## src/rtl/pvc_pkg.sv

```systemverilog
package pvc_pkg;

    localparam int MAX_CHARS = 64;

    // buffer address, fill count and walk pointer widths
    localparam int ADDR_W = $clog2(MAX_CHARS);
    localparam int CNT_W  = $clog2(MAX_CHARS + 1);
    localparam int PTR_W  = $clog2(2 * MAX_CHARS + 1);

    // operation codes
    localparam logic [2:0] OP_LOAD_UA = 3'd0;
    localparam logic [2:0] OP_LOAD_RA = 3'd1;
    localparam logic [2:0] OP_LOAD_UB = 3'd2;
    localparam logic [2:0] OP_LOAD_RB = 3'd3;
    localparam logic [2:0] OP_CMP     = 3'd4;

    // buffer selects, taken from the low bits of a load operation
    localparam logic [1:0] BUF_UA = 2'd0;
    localparam logic [1:0] BUF_RA = 2'd1;
    localparam logic [1:0] BUF_UB = 2'd2;
    localparam logic [1:0] BUF_RB = 2'd3;

    // relation codes
    localparam logic [2:0] REL_NONE = 3'd0;
    localparam logic [2:0] REL_EQ   = 3'd1;
    localparam logic [2:0] REL_LT   = 3'd2;
    localparam logic [2:0] REL_LE   = 3'd3;
    localparam logic [2:0] REL_GT   = 3'd4;
    localparam logic [2:0] REL_GE   = 3'd5;

    typedef logic signed [1:0] t_ord;
    localparam t_ord ORD_LESS    = 2'sb11;
    localparam t_ord ORD_EQ      = 2'sb00;
    localparam t_ord ORD_GREATER = 2'sb01;

    localparam logic [7:0] CH_NUL   = 8'h00;
    localparam logic [7:0] CH_ZERO  = 8'h30;
    localparam logic [7:0] CH_NINE  = 8'h39;
    localparam logic [7:0] CH_TILDE = 8'h7E;

    typedef logic [CNT_W-1:0] t_cnt;
    typedef logic [PTR_W-1:0] t_ptr;

    typedef struct packed {
        logic              en;
        logic [1:0]        sel;
        logic [ADDR_W-1:0] addr;
        logic [7:0]        data;
    } t_load;

    typedef struct packed {
        logic start;
        t_cnt len_ua;
        t_cnt len_ra;
        t_cnt len_ub;
        t_cnt len_rb;
    } t_walk_req;

    typedef struct packed {
        logic done;
        t_ord order;
    } t_walk_stat;

    function automatic logic is_digit(input logic [7:0] c);
        return (c >= CH_ZERO) && (c <= CH_NINE);
    endfunction

    function automatic logic is_nondigit(input logic [7:0] c);
        return (c != CH_NUL) && !is_digit(c);
    endfunction

    // letters weigh their code, tilde sorts first, other symbols after letters
    function automatic logic signed [9:0] weight(input logic [7:0] c);
        logic letter;
        letter = ((c >= 8'h41) && (c <= 8'h5A)) || ((c >= 8'h61) && (c <= 8'h7A));
        if ((c == CH_NUL) || is_digit(c)) begin
            return 10'sd0;
        end else if (letter) begin
            return signed'({2'b00, c});
        end else if (c == CH_TILDE) begin
            return -10'sd1;
        end else begin
            return signed'({2'b01, c});
        end
    endfunction

endpackage

```

## src/rtl/pvc_walker.sv

```systemverilog
module pvc_walker (
    input  logic                i_clk,
    input  logic                i_rst_n,
    input  pvc_pkg::t_load      i_load,
    input  pvc_pkg::t_walk_req  i_req,
    output pvc_pkg::t_walk_stat o_stat
);
    import pvc_pkg::*;

    typedef enum logic [5:0] {
        W_IDLE   = 6'b000001,
        W_LOOP   = 6'b000010,
        W_NONDIG = 6'b000100,
        W_ZERO   = 6'b001000,
        W_DIGIT  = 6'b010000,
        W_DONE   = 6'b100000
    } t_wstate;

    localparam logic PH_UP  = 1'b0;
    localparam logic PH_REV = 1'b1;

    logic [7:0] r_mem_ua [MAX_CHARS];
    logic [7:0] r_mem_ra [MAX_CHARS];
    logic [7:0] r_mem_ub [MAX_CHARS];
    logic [7:0] r_mem_rb [MAX_CHARS];
    logic [7:0] r_rd_ua, r_rd_ra, r_rd_ub, r_rd_rb;

    t_wstate r_state, n_state;
    logic    r_phase, n_phase;
    t_ptr    r_i, n_i, r_j, n_j;
    t_ord    r_diff, n_diff;
    t_ord    r_ord, n_ord;
    t_cnt    r_len_ua, r_len_ra, r_len_ub, r_len_rb;

    t_cnt       len_a, len_b;
    logic [7:0] ca, cb;
    logic signed [9:0] wa, wb;

    // one byte of each buffer a cycle, read at the next pointer value
    always_ff @(posedge i_clk) begin
        if (i_load.en && (i_load.sel == BUF_UA)) r_mem_ua[i_load.addr] <= i_load.data;
        if (i_load.en && (i_load.sel == BUF_RA)) r_mem_ra[i_load.addr] <= i_load.data;
        if (i_load.en && (i_load.sel == BUF_UB)) r_mem_ub[i_load.addr] <= i_load.data;
        if (i_load.en && (i_load.sel == BUF_RB)) r_mem_rb[i_load.addr] <= i_load.data;
        r_rd_ua <= r_mem_ua[n_i[ADDR_W-1:0]];
        r_rd_ra <= r_mem_ra[n_i[ADDR_W-1:0]];
        r_rd_ub <= r_mem_ub[n_j[ADDR_W-1:0]];
        r_rd_rb <= r_mem_rb[n_j[ADDR_W-1:0]];
    end

    always_comb begin
        len_a = (r_phase == PH_REV) ? r_len_ra : r_len_ua;
        len_b = (r_phase == PH_REV) ? r_len_rb : r_len_ub;
        ca = (r_i < PTR_W'(len_a)) ? ((r_phase == PH_REV) ? r_rd_ra : r_rd_ua) : CH_NUL;
        cb = (r_j < PTR_W'(len_b)) ? ((r_phase == PH_REV) ? r_rd_rb : r_rd_ub) : CH_NUL;
        wa = weight(ca);
        wb = weight(cb);
    end

    always_comb begin
        n_state = r_state;
        n_phase = r_phase;
        n_i     = r_i;
        n_j     = r_j;
        n_diff  = r_diff;
        n_ord   = r_ord;
        case (r_state)
            W_IDLE: begin
                if (i_req.start) begin
                    n_state = W_LOOP;
                    n_phase = PH_UP;
                    n_i     = '0;
                    n_j     = '0;
                end
            end
            W_LOOP: begin
                n_diff = ORD_EQ;
                if ((r_i < PTR_W'(len_a)) || (r_j < PTR_W'(len_b))) begin
                    n_state = W_NONDIG;
                end else if (r_phase == PH_UP) begin
                    // upstream equal, go on to the revisions
                    n_phase = PH_REV;
                    n_i     = '0;
                    n_j     = '0;
                end else begin
                    n_ord   = ORD_EQ;
                    n_state = W_DONE;
                end
            end
            W_NONDIG: begin
                if (is_nondigit(ca) || is_nondigit(cb)) begin
                    if (wa != wb) begin
                        n_ord   = (wa < wb) ? ORD_LESS : ORD_GREATER;
                        n_state = W_DONE;
                    end else begin
                        n_i = r_i + 1'b1;
                        n_j = r_j + 1'b1;
                    end
                end else begin
                    n_state = W_ZERO;
                end
            end
            W_ZERO: begin
                // leading zeros skipped on both sides, each side stepping over its own zeros
                if (ca == CH_ZERO) n_i = r_i + 1'b1;
                if (cb == CH_ZERO) n_j = r_j + 1'b1;
                if ((ca != CH_ZERO) && (cb != CH_ZERO)) n_state = W_DIGIT;
            end
            W_DIGIT: begin
                if (is_digit(ca) && is_digit(cb)) begin
                    if ((r_diff == ORD_EQ) && (ca != cb)) begin
                        n_diff = (ca < cb) ? ORD_LESS : ORD_GREATER;
                    end
                    n_i = r_i + 1'b1;
                    n_j = r_j + 1'b1;
                end else if (is_digit(ca)) begin
                    n_ord   = ORD_GREATER;
                    n_state = W_DONE;
                end else if (is_digit(cb)) begin
                    n_ord   = ORD_LESS;
                    n_state = W_DONE;
                end else if (r_diff != ORD_EQ) begin
                    n_ord   = r_diff;
                    n_state = W_DONE;
                end else begin
                    n_state = W_LOOP;
                end
            end
            W_DONE: begin
                n_state = W_IDLE;
            end
            default: begin
                n_state = W_IDLE;
            end
        endcase
    end

    always_ff @(posedge i_clk) begin
        if (!i_rst_n) begin
            r_state <= W_IDLE;
        end else begin
            r_state <= n_state;
        end
        r_phase <= n_phase;
        r_i     <= n_i;
        r_j     <= n_j;
        r_diff  <= n_diff;
        r_ord   <= n_ord;
        if (i_req.start && (r_state == W_IDLE)) begin
            r_len_ua <= i_req.len_ua;
            r_len_ra <= i_req.len_ra;
            r_len_ub <= i_req.len_ub;
            r_len_rb <= i_req.len_rb;
        end
    end

    assign o_stat.done  = (r_state == W_DONE);
    assign o_stat.order = r_ord;

    a_start_idle: assert property (@(posedge i_clk) disable iff (!i_rst_n)
        i_req.start |-> (r_state == W_IDLE))
        else $error("walk started while busy");

    a_ptr_bound: assert property (@(posedge i_clk) disable iff (!i_rst_n)
        (r_state != W_IDLE) && (r_state != W_LOOP) |->
            (r_i <= PTR_W'(len_a) + PTR_W'(len_b)) && (r_j <= PTR_W'(len_a) + PTR_W'(len_b)))
        else $error("walk pointer ran past both strings");

    a_equal_in_rev: assert property (@(posedge i_clk) disable iff (!i_rst_n)
        o_stat.done && (o_stat.order == ORD_EQ) |-> (r_phase == PH_REV))
        else $error("equal result before the revisions were walked");

endmodule

```

## src/rtl/package_version_comparator_unit.sv

```systemverilog
// channel  | valid       | ready       | payload
// ---------+-------------+-------------+--------------------------------------------------
// input    | i_in_valid  | o_in_ready  | i_operation i_character i_epoch_a i_epoch_b
//          |             |             | i_relation
// output   | o_out_valid | i_out_ready | o_order o_relation_holds o_bad_relation o_truncated
//
// a load beat gives no result; loads go back to back
// a compare beat with differing epochs skips the walk: its order is registered in the hold
// state and moves to the output register once that is free; with equal epochs the walker
// runs the upstream strings, then the revisions if those tie, before the hold state
// the input is not ready from a compare beat until its result enters the output register
// reset (synchronous, active low) empties the buffers and clears the overflow flag
module package_version_comparator_unit (
    input  logic              i_clk,
    input  logic              i_rst_n,
    input  logic              i_in_valid,
    output logic              o_in_ready,
    input  logic [2:0]        i_operation,
    input  logic [7:0]        i_character,
    input  logic [30:0]       i_epoch_a,
    input  logic [30:0]       i_epoch_b,
    input  logic [2:0]        i_relation,
    output logic              o_out_valid,
    input  logic              i_out_ready,
    output logic signed [1:0] o_order,
    output logic              o_relation_holds,
    output logic              o_bad_relation,
    output logic              o_truncated
);
    import pvc_pkg::*;

    typedef enum logic [2:0] {
        ST_IDLE = 3'b001,
        ST_WALK = 3'b010,
        ST_HOLD = 3'b100
    } t_state;

    t_state r_state, n_state;

    // fill count per buffer, indexed by the low bits of the load code
    t_cnt r_fill [4];
    logic r_ovf;

    // compare beat held while the walk runs
    t_ord       r_ord;
    logic [2:0] r_rel;
    logic       r_trunc;

    // output register
    logic       r_o_valid;
    t_ord       r_o_order;
    logic       r_o_holds, r_o_bad, r_o_trunc;

    t_load      load;
    t_walk_req  req;
    t_walk_stat w_stat;

    logic       in_beat, load_beat, cmp_beat, push;
    logic [1:0] sel;
    logic       holds, bad;

    assign o_in_ready = (r_state == ST_IDLE);
    assign in_beat    = i_in_valid && o_in_ready;
    assign load_beat  = in_beat && (i_operation < OP_CMP) && (i_character != CH_NUL);
    assign cmp_beat   = in_beat && (i_operation == OP_CMP);
    assign sel        = i_operation[1:0];

    // byte goes in only while its buffer has room
    always_comb begin
        load.en   = load_beat && (r_fill[sel] < CNT_W'(MAX_CHARS));
        load.sel  = sel;
        load.addr = r_fill[sel][ADDR_W-1:0];
        load.data = i_character;
    end

    // walk only when the epochs tie
    always_comb begin
        req.start  = cmp_beat && (i_epoch_a == i_epoch_b);
        req.len_ua = r_fill[BUF_UA];
        req.len_ra = r_fill[BUF_RA];
        req.len_ub = r_fill[BUF_UB];
        req.len_rb = r_fill[BUF_RB];
    end

    pvc_walker u_walker (
        .i_clk   (i_clk),
        .i_rst_n (i_rst_n),
        .i_load  (load),
        .i_req   (req),
        .o_stat  (w_stat)
    );

    // result moves to the output register once that is free
    assign push = (r_state == ST_HOLD) && (!r_o_valid || i_out_ready);

    always_comb begin
        holds = 1'b0;
        bad   = 1'b0;
        case (r_rel)
            REL_NONE: holds = 1'b1;
            REL_EQ:   holds = (r_ord == ORD_EQ);
            REL_LT:   holds = (r_ord == ORD_LESS);
            REL_LE:   holds = (r_ord != ORD_GREATER);
            REL_GT:   holds = (r_ord == ORD_GREATER);
            REL_GE:   holds = (r_ord != ORD_LESS);
            default:  bad   = 1'b1;
        endcase
    end

    always_comb begin
        n_state = r_state;
        case (r_state)
            ST_IDLE: begin
                if (cmp_beat) n_state = req.start ? ST_WALK : ST_HOLD;
            end
            ST_WALK: begin
                if (w_stat.done) n_state = ST_HOLD;
            end
            ST_HOLD: begin
                if (push) n_state = ST_IDLE;
            end
            default: begin
                n_state = ST_IDLE;
            end
        endcase
    end

    always_ff @(posedge i_clk) begin
        if (!i_rst_n) begin
            r_state   <= ST_IDLE;
            r_fill    <= '{default: '0};
            r_ovf     <= 1'b0;
            r_o_valid <= 1'b0;
        end else begin
            r_state <= n_state;
            if (cmp_beat) begin
                // buffers empty as the compare is taken; the walker keeps the lengths
                r_fill <= '{default: '0};
                r_ovf  <= 1'b0;
            end else if (load.en) begin
                r_fill[sel] <= r_fill[sel] + 1'b1;
            end else if (load_beat) begin
                r_ovf <= 1'b1;
            end
            if (push) begin
                r_o_valid <= 1'b1;
            end else if (i_out_ready) begin
                r_o_valid <= 1'b0;
            end
        end
    end

    always_ff @(posedge i_clk) begin
        if (cmp_beat) begin
            r_rel   <= i_relation;
            r_trunc <= r_ovf;
            if (i_epoch_a > i_epoch_b) begin
                r_ord <= ORD_GREATER;
            end else if (i_epoch_a < i_epoch_b) begin
                r_ord <= ORD_LESS;
            end else begin
                r_ord <= ORD_EQ;
            end
        end else if ((r_state == ST_WALK) && w_stat.done) begin
            r_ord <= w_stat.order;
        end
        if (push) begin
            r_o_order <= r_ord;
            r_o_holds <= holds;
            r_o_bad   <= bad;
            r_o_trunc <= r_trunc;
        end
    end

    assign o_out_valid      = r_o_valid;
    assign o_order          = r_o_order;
    assign o_relation_holds = r_o_holds;
    assign o_bad_relation   = r_o_bad;
    assign o_truncated      = r_o_trunc;

    a_bad_not_holds: assert property (@(posedge i_clk) disable iff (!i_rst_n)
        o_out_valid && o_bad_relation |-> !o_relation_holds)
        else $error("invalid relation reported as holding");

    a_order_code: assert property (@(posedge i_clk) disable iff (!i_rst_n)
        o_out_valid |-> (o_order != 2'sb10))
        else $error("order outside -1..1");

    a_cmp_empties: assert property (@(posedge i_clk) disable iff (!i_rst_n)
        cmp_beat |=> (r_fill[BUF_UA] == '0) && (r_fill[BUF_RA] == '0) &&
                     (r_fill[BUF_UB] == '0) && (r_fill[BUF_RB] == '0) && !r_ovf)
        else $error("buffers not emptied by a compare");

    a_done_in_walk: assert property (@(posedge i_clk) disable iff (!i_rst_n)
        w_stat.done |-> (r_state == ST_WALK))
        else $error("walker finished outside a walk");

endmodule

```

## config.mk

```make
export PLATFORM = sky130hd
export DESIGN_NAME = package_version_comparator_unit
export DESIGN_NICKNAME = d
export VERILOG_FILES = /design/src/rtl/pvc_pkg.sv /design/src/rtl/pvc_walker.sv /design/src/rtl/package_version_comparator_unit.sv
export SDC_FILE = /design/constraint.sdc
export NUM_CORES = 2
export LEC_CHECK = 0
export BUFFER_PORTS_ARGS = -buffer_cell sky130_fd_sc_hd__buf_2
export CORE_AREA = 2 2 551 553
export DETAILED_ROUTE_END_ITERATION = 6
export DIE_AREA = 0 0 553 555
export GPL_TIMING_DRIVEN = 0
export SYNTH_ARGS = -nofsm -noshare
export SYNTH_HDL_FRONTEND = slang
export SYNTH_SLANG_ARGS = --single-unit
```

## constraint.sdc

```tcl
create_clock -name i_clk -period 6.7 [get_ports i_clk]
set_input_delay 1.005 -clock i_clk [delete_from_list [all_inputs] [get_ports i_clk]]
set_output_delay 1.005 -clock i_clk [all_outputs]
set_load 0.01 [all_outputs]
```

Word-level counts from Yosys, hierarchy flattened
Memories as Yosys holds them, arrays and structs flattened. A register that Yosys moved wholly into a read port is not among the register bits.
Index checks and enable logic that the tools add are counted.
Word-level totals
  register bits: 99
  latch bits: 0
  RAM bits: 2048
  bits in read-only memories: 0
  output and inout port bits: 7
  word-level logic and storage cells: 252
  memories kept: 4
Memories
  u_walker.r_mem_ra: depth 64, width 8, read ports 1, clocked after Yosys merged registers in 1, wr ports 1, RTL line pvc_walker.sv:23  | logic [7:0] r_mem_ra [MAX_CHARS];
  u_walker.r_mem_rb: depth 64, width 8, read ports 1, clocked after Yosys merged registers in 1, wr ports 1, RTL line pvc_walker.sv:25  | logic [7:0] r_mem_rb [MAX_CHARS];
  u_walker.r_mem_ua: depth 64, width 8, read ports 1, clocked after Yosys merged registers in 1, wr ports 1, RTL line pvc_walker.sv:22  | logic [7:0] r_mem_ua [MAX_CHARS];
  u_walker.r_mem_ub: depth 64, width 8, read ports 1, clocked after Yosys merged registers in 1, wr ports 1, RTL line pvc_walker.sv:24  | logic [7:0] r_mem_ub [MAX_CHARS];
Cells by class
  add/sub/neg operators: 3
  $mul: 0
  divide/modulo/power cells: 0
  $lt $le $gt $ge: 22
  eq/ne operators: 50
  shift-type cells: 0
  muxes and demuxes: 83
  bitwise operators: 3
  reduce and logical (&&, ||, !) cells: 61
Operator list (count)
  $mux W8: 18
  $pmux W8 S5: 2
  $mux W10: 6
  $mux W6: 10
  $mux W7: 5
  $ge A8 B7 Y1 const B: 4
  $le A8 B7 Y1 const B: 4
  $mux W2: 16
  $eq A31 B31 Y1: 1
  $gt A31 B31 Y1: 1
  $lt A31 B31 Y1: 1
  $pmux W6 S5: 1
  $bwmux W28: 1
  $logic_and A1 B1 Y1: 25
  $reduce_bool A8 Y1: 3
  $ne A2 B1 Y1 const B: 10
  $add A8 B1 Y8 const B: 2
  $eq A8 B6 Y1 const B: 2
  $eq A8 B7 Y1 const B: 2
  $ge A8 B6 Y1 const B: 2
  $le A8 B6 Y1 const B: 2
  $logic_not A8 Y1: 2
  $lt A8 B7 Y1: 2
  $ne A2 B2 Y1 const B: 8
  other kinds (49): 92

Depth between registers and ports, before layout
  depth in word-level cells: 13
  mapped depth: 35

Cells and area by module
Synthesis repeated with hierarchy kept, for this count alone.
Second synthesis, totals
  cells, all modules: 6870
  area, all modules: 89612.2 um^2
Modules (own cells, without submodules)
  pvc_walker: instances 1, cells an instance 6586, area an instance 86869.6 um^2
  package_version_comparator_unit: instances 1, cells an instance 284, area an instance 2742.6 um^2

Worst setup path after synthesis
Ideal clock, no wire load.
  path type: register -> register
  from: register u_walker.r_phase
  to: register u_walker.r_rd_ub[2] (read register of u_walker.r_mem_ub)
  setup time: 133 ps
  data arrival time: 6726 ps
  slack: -159 ps
  stages on the path, launching flop included: 32
  buffers on the path: 10
  period minus slack after synthesis: 6859 ps
  path through: edfxtp_1 > buf_6 > buf_6 > buf_4 > buf_1 > buf_1 > mux2i_1 > ha_1 > a21o_1 > a211oi_4 > a31oi_1 > a221o_1 > a211o_1 > buf_2 > nor2_1 > nor2_1 > ha_1 > nand4_1 > nor3_1 > nand2b_1 > a2111o_1 > buf_2 > a21boi_1 > a211oi_4 > inv_2 > buf_2 > clkbuf_1 > clkbuf_1 > mux2i_1 > o22ai_1 > o31ai_1 > nand4_1
On the way
  word-level cells in the longest chain between the ends: 12
  elaborated cells between the ends (all ways): 58
  those cells by class: 14 x order compare; 4 x eq/ne; 19 x mux; 21 x reduce/logical
Ends and longest elaborated chain
  start: declaration: RTL line pvc_walker.sv:29  | logic r_phase, n_phase;
  start signal: assignment: RTL line pvc_walker.sv:144  | r_phase <= n_phase;
  $mux W7 (on tied branches): RTL line pvc_walker.sv:52, pvc_walker.sv:53
  $lt A8 B7 Y1 (on tied branches): RTL line pvc_walker.sv:54, pvc_walker.sv:78, pvc_walker.sv:55
  $mux W8 (on tied branches): RTL line pvc_walker.sv:54, pvc_walker.sv:55
  $ge A8 B7 Y1 or $le A8 B7 Y1 (tied branches): RTL line pvc_pkg.sv:75  | letter = ((c >= 8'h41) && (c <= 8'h5A)) || ((c >= 8'h61) && (c <= 8'h7A));
  $logic_and A1 B1 Y1: RTL line pvc_pkg.sv:75
  $logic_or A1 B1 Y1: RTL line pvc_pkg.sv:75
  $mux W10: RTL line pvc_pkg.sv:78  | end else if (letter) begin
  $mux W10: RTL line pvc_pkg.sv:76  | if ((c == CH_NUL) || is_digit(c)) begin
  $ne A10 B10 Y1: RTL line pvc_walker.sv:92  | if (wa != wb) begin
  $mux W8: RTL line pvc_walker.sv:92
  $mux W8: RTL line pvc_walker.sv:91  | if (is_nondigit(ca) || is_nondigit(cb)) begin
  $pmux W8 S5 (*): RTL line pvc_walker.sv:67  | case (r_state)
  end: declaration: RTL line pvc_walker.sv:26  | logic [7:0] r_rd_ua, r_rd_ra, r_rd_ub, r_rd_rb;
Every way passes the cells marked *; elsewhere a longest branch is shown, timed or not. The select of a mux whose other input is x is not followed.
A chain may end at the register's enable or synchronous reset.

Worst setup path in the final report
  from: register u_walker.r_phase
  to: register u_walker.r_rd_rb[2] (read register of u_walker.r_mem_rb)
On the way
  word-level cells in the longest chain between the ends: 12
  elaborated cells between the ends (all ways): 58
  those cells by class: 14 x order compare; 4 x eq/ne; 19 x mux; 21 x reduce/logical
Ends and longest elaborated chain (RTL line)
  $mux W7 (on tied branches): pvc_walker.sv:52, pvc_walker.sv:53
  $lt A8 B7 Y1 (on tied branches): pvc_walker.sv:54, pvc_walker.sv:78, pvc_walker.sv:55
  $mux W8 (on tied branches): pvc_walker.sv:54, pvc_walker.sv:55
  $ge A8 B7 Y1 or $le A8 B7 Y1 (tied branches): pvc_pkg.sv:75
  $logic_and A1 B1 Y1: pvc_pkg.sv:75
  $logic_or A1 B1 Y1: pvc_pkg.sv:75
  $mux W10: pvc_pkg.sv:78
  $mux W10: pvc_pkg.sv:76
  $ne A10 B10 Y1: pvc_walker.sv:92
  $mux W8: pvc_walker.sv:92
  $mux W8: pvc_walker.sv:91
  $pmux W8 S5 (*): pvc_walker.sv:67
  end: declaration: pvc_walker.sv:26
Marked as above.

==> key figures <==
Synth
  – Fraction of registers with async set/reset: 0%
  – Cells after Synth: about 7000
  – Sequential-to-total area share from yosys stat: between 70% and 80%
  – Main synth FF type: edfxtp_1
  – Syn nets: between 6000 and 7000
  – Synth Register Bits: 2179
  – Synth warn: 0
  – Post-synth EDFFs: 2096
  – Syn_area_per_cell: 13.2 µm²
  – Synth Cell Area: 89800 µm²
  – Post-synthesis cell type count: 90

Clock network
  – H-tree depth: 4
  – Num CTS Buffers: between 200 and 250
  – CTS tree: yes
  – Root buffer cell: clkbuf_16
  – CTS Buffer Depth: 4
  – Clk Latency, worst-skew pair: 0.90 ns
  – Reg clk slew, reported paths: 0.06 ns
  – Clock sinks: 2179

Detailed routing
  – Vias per std cell: 5.47
  – DRC Markers: 16
  – Avg WL per Cell: around 27 µm
  – Routed Antenna Nets: 0
  – Via count: 62600
  – Routed WL: 312 mm
  – Pre-antenna DRT Iters: 7
  – DR iter-0 viols: 9396

Timing
  – Final Critical Period: 6.83 ns
  – Max frequency: 0.146 GHz
  – Tcrit/Tclk final: 102%
  – Final Skew: 0.0799 ns
  – Setup TNS: -1.41 ns
  – Final hold violations: 0
  – Final setup viols: 21
  – Final max-slew violation count: 0
  – RSZ-0062 raised after global routing: true
  – Hold Slack: 0.314 ns
  – Post-route worst setup slack: -0.132 ns
  – Slew at the pin closest to its max-slew limit: 1.45 ns
  – Worst slew margin: 3.08%

Worst setup path
  – R2r worst-path depth: 31
  – Crit path top cell by count: buf_12
  – Top Family by Delay on Critical Path: compound AO/OA/AOI/OAI gates
  – Crit start category: flip-flop
  – Levels on crit path: 31
  – Critical path buffers and inverters: 12
  – Crit end category: flip-flop
  – Worst-path fanout max: 7
  – CP max-delay cell: mux2i_2
  – CP startpoint: u_walker.r_phase
  – Critical Path AT: 7.57 ns
  – Slowest Stage Delay on Critical Path: 0.66 ns
  – R2R Path Start: u_walker.r_phase
  – Critical Path RT: 7.44 ns
  – Critical path class: flip-flop to flip-flop

Finish
  – Post-route cell area: 112000 µm²
  – Ratio of cells with drive above 1 in the final layout: 20.9%
  – Area added between synthesis and finish: 24.4%
  – Non-filler cells, final: 11400
  – Layout Nets: 7419

Floorplanning
  – Core box area: 301000 µm²
  – FP Rows: 202
  – Initial Util: 29.8%
  – Height of the die: 555 µm
  – Die width: 553 µm
  – Ports: 87
  – Die Area: 307000 µm²

Global route
  – Largest net degree at the start of global routing: 138
  – Vias in the first global route: 58900
  – GR Util All Layers: a little under 20%
  – Total gr overflow: 0
  – First-pass GRT wire length: 431 mm
  – Initial antenna violation count: 17

Status
  – Failing checks: DRC, setup timing
  – Status: finished with violations

Place
  – Post-DP HPWL: 209 mm
  – PortBufs: 85
  – Final GP Congestion: 0.971
  – Placed Area: roughly 96000 µm²
  – Placed cell count: about 11000

Job
  – Max cap viols: 0

Worst hold path
  – Worst hold path class: input pin to flip-flop
  – Hold path startpoint: i_relation[2]
  – Cells on Worst Hold Path: 1

Power
  – Lkg Pwr: 38.6 nW
  – PD cells: 248 nW/µm²
  – Worst vdd ir: 235 µV
-- cells in the final DEF (no fill, tap or decap), drive strengths merged, types with 27 or more instances in the layout --
| cell | count |
|---|---|
| a211o | 37 |
| a221oi | 128 |
| nand4 | 69 |
| o31ai | 29 |
| mux2i | 251 |
| and3 | 37 |
| a22oi | 42 |
| nor2 | 342 |
| nand2b | 37 |
| clkinv | 81 |
| nand2 | 1356 |
| dfxtp | 83 |
| a211oi | 57 |
| ha | 64 |
| nand3 | 487 |
| a31oi | 64 |
| buf | 516 |
| edfxtp | 2096 |
| inv | 94 |
| o22ai | 33 |
| o21ai | 60 |
| o21a | 27 |
| a21oi | 567 |
| nor4 | 31 |
| a22o | 28 |
| nor3 | 46 |
| clkbuf | 436 |
| a32oi | 40 |
-- kinds of logic (layout without fill, tap and decap cells) --
family,Yosys count,count (layout),synth area share (%)
other,0,8,0
DFF,2179,2179,72.0
adders and majority gates,64,64,0.892
AOI/OAI and AO/OA,1238,1238,9.07
xor gates and xnor gates,13,13,0.127
and+or+nand+nor,2529,2529,12.3
buffers and inverters,527,1158,2.57
muxes,266,266,3.06
-- cell type report --
class | count | area [µm²]
Antenna cell | 8 | 20.0
Buffer | 430 | 4340
Clock buffer | 266 | 5720
Clock inverter | 121 | 1270
Fill cell | 28200 | 190000
Inverter | 85 | 333
Multi-Input combinational cell | 4110 | 27600
Sequential cell | 2179 | 64600
Tap cell | 3978 | 4980
Timing Repair Buffer | 256 | 2760
-- state kept, by name, indices dropped and copies added (netlist names), 8 cells and up --
signal,flops
u_walker.r_rd_ub,8
u_walker.r_i,8
r_fill,28
u_walker.r_rd_ra,8
u_walker.r_mem_rb,512
u_walker.r_mem_ua,512
u_walker.r_rd_rb,8
u_walker.r_mem_ra,512
u_walker.r_mem_ub,512
u_walker.r_j,8
u_walker.r_rd_ua,8
-- metrics by stage --
| stage | util [%] | setup slack, ns | power (W) |
|---|---|---|---|
| detailed placement | 31.8 | -3.17 | 0.0157 |
| CTS | 35.9 | -0.184 | 0.0277 |
| global placement | 31.6 | -3.26 | 0.0157 |
| global route | 37.0 | -0.364 | 0.0282 |
| finish | 37.1 | -0.132 | 0.0276 |
| floorplan | - | 0.0320 | 0.0153 |
-- path summary, 6_finish.rpt --
check                                           end  slack, ns
worst max-delay path            u_walker.r_rd_rb[2]      -0.13
worst min-delay path                       r_rel[2]       0.31
worst max register to register  u_walker.r_rd_rb[2]      -0.13
worst min register to register          o_truncated       0.42
-- repair_timing --
action	in CTS	in global routing
hold buffers	0	0
pin swaps	130	168
setup buffers	67	65
gates resized for setup	1084	629
setup endpoints to repair	51	32
cloned	11	12
-- cell usage after synthesis, drive strengths merged (16+ instances only) --
cell type  instances  area (µm²)
a31oi             64         400
nor2b             23         144
nand4             69         432
a22o              28         245
nor4              31         194
a211o             37         324
a32oi             40         369
a211oi            57         473
o32ai             16         140
clkbuf           170         642
ha                64         801
o22ai             33         226
nor3              46         235
buf              272        1350
mux2i            251        2510
a21o              25         188
edfxtp          2096       62900
o31ai             29         223
inv               84         315
nand3            487        2450
o21ai             60         300
nand2           1356        5090
a21oi            567        2850
a22oi             42         320
a221oi           128        1120
nor2             342        1290
o21a              27         203
and3              37         231
dfxtp             83        1660
nand2b            37         231
and2              18         113
-- power breakdown --
group | switching, W | internal, W
clock network | 0.00529 | 0.00695
logic | 0.000380 | 0.0000897
registers | 0.00000706 | 0.0149
-- layer usage --
metal  track usage, %  part of all wire (%)  routed length [µm]
met3             3.94                    11               35500
met2             29.8                    45              140000
met5                0                  0.10                 312
met1             25.7                    38              120000
met4             9.95                   5.4               16800
-- worst register-to-register path: cells and delay by family (launching register included) --
family / cells / cell delay (ns)
AOI/OAI and AO/OA: 8 / 2.09
adders and majority gates: 1 / 0.31
buffers and inverters: 12 / 1.73
DFF: 1 / 0.41
muxes: 1 / 0.66
and+or+nand+nor: 9 / 1.54
Note: power is estimated with default switching activity, not from simulation.
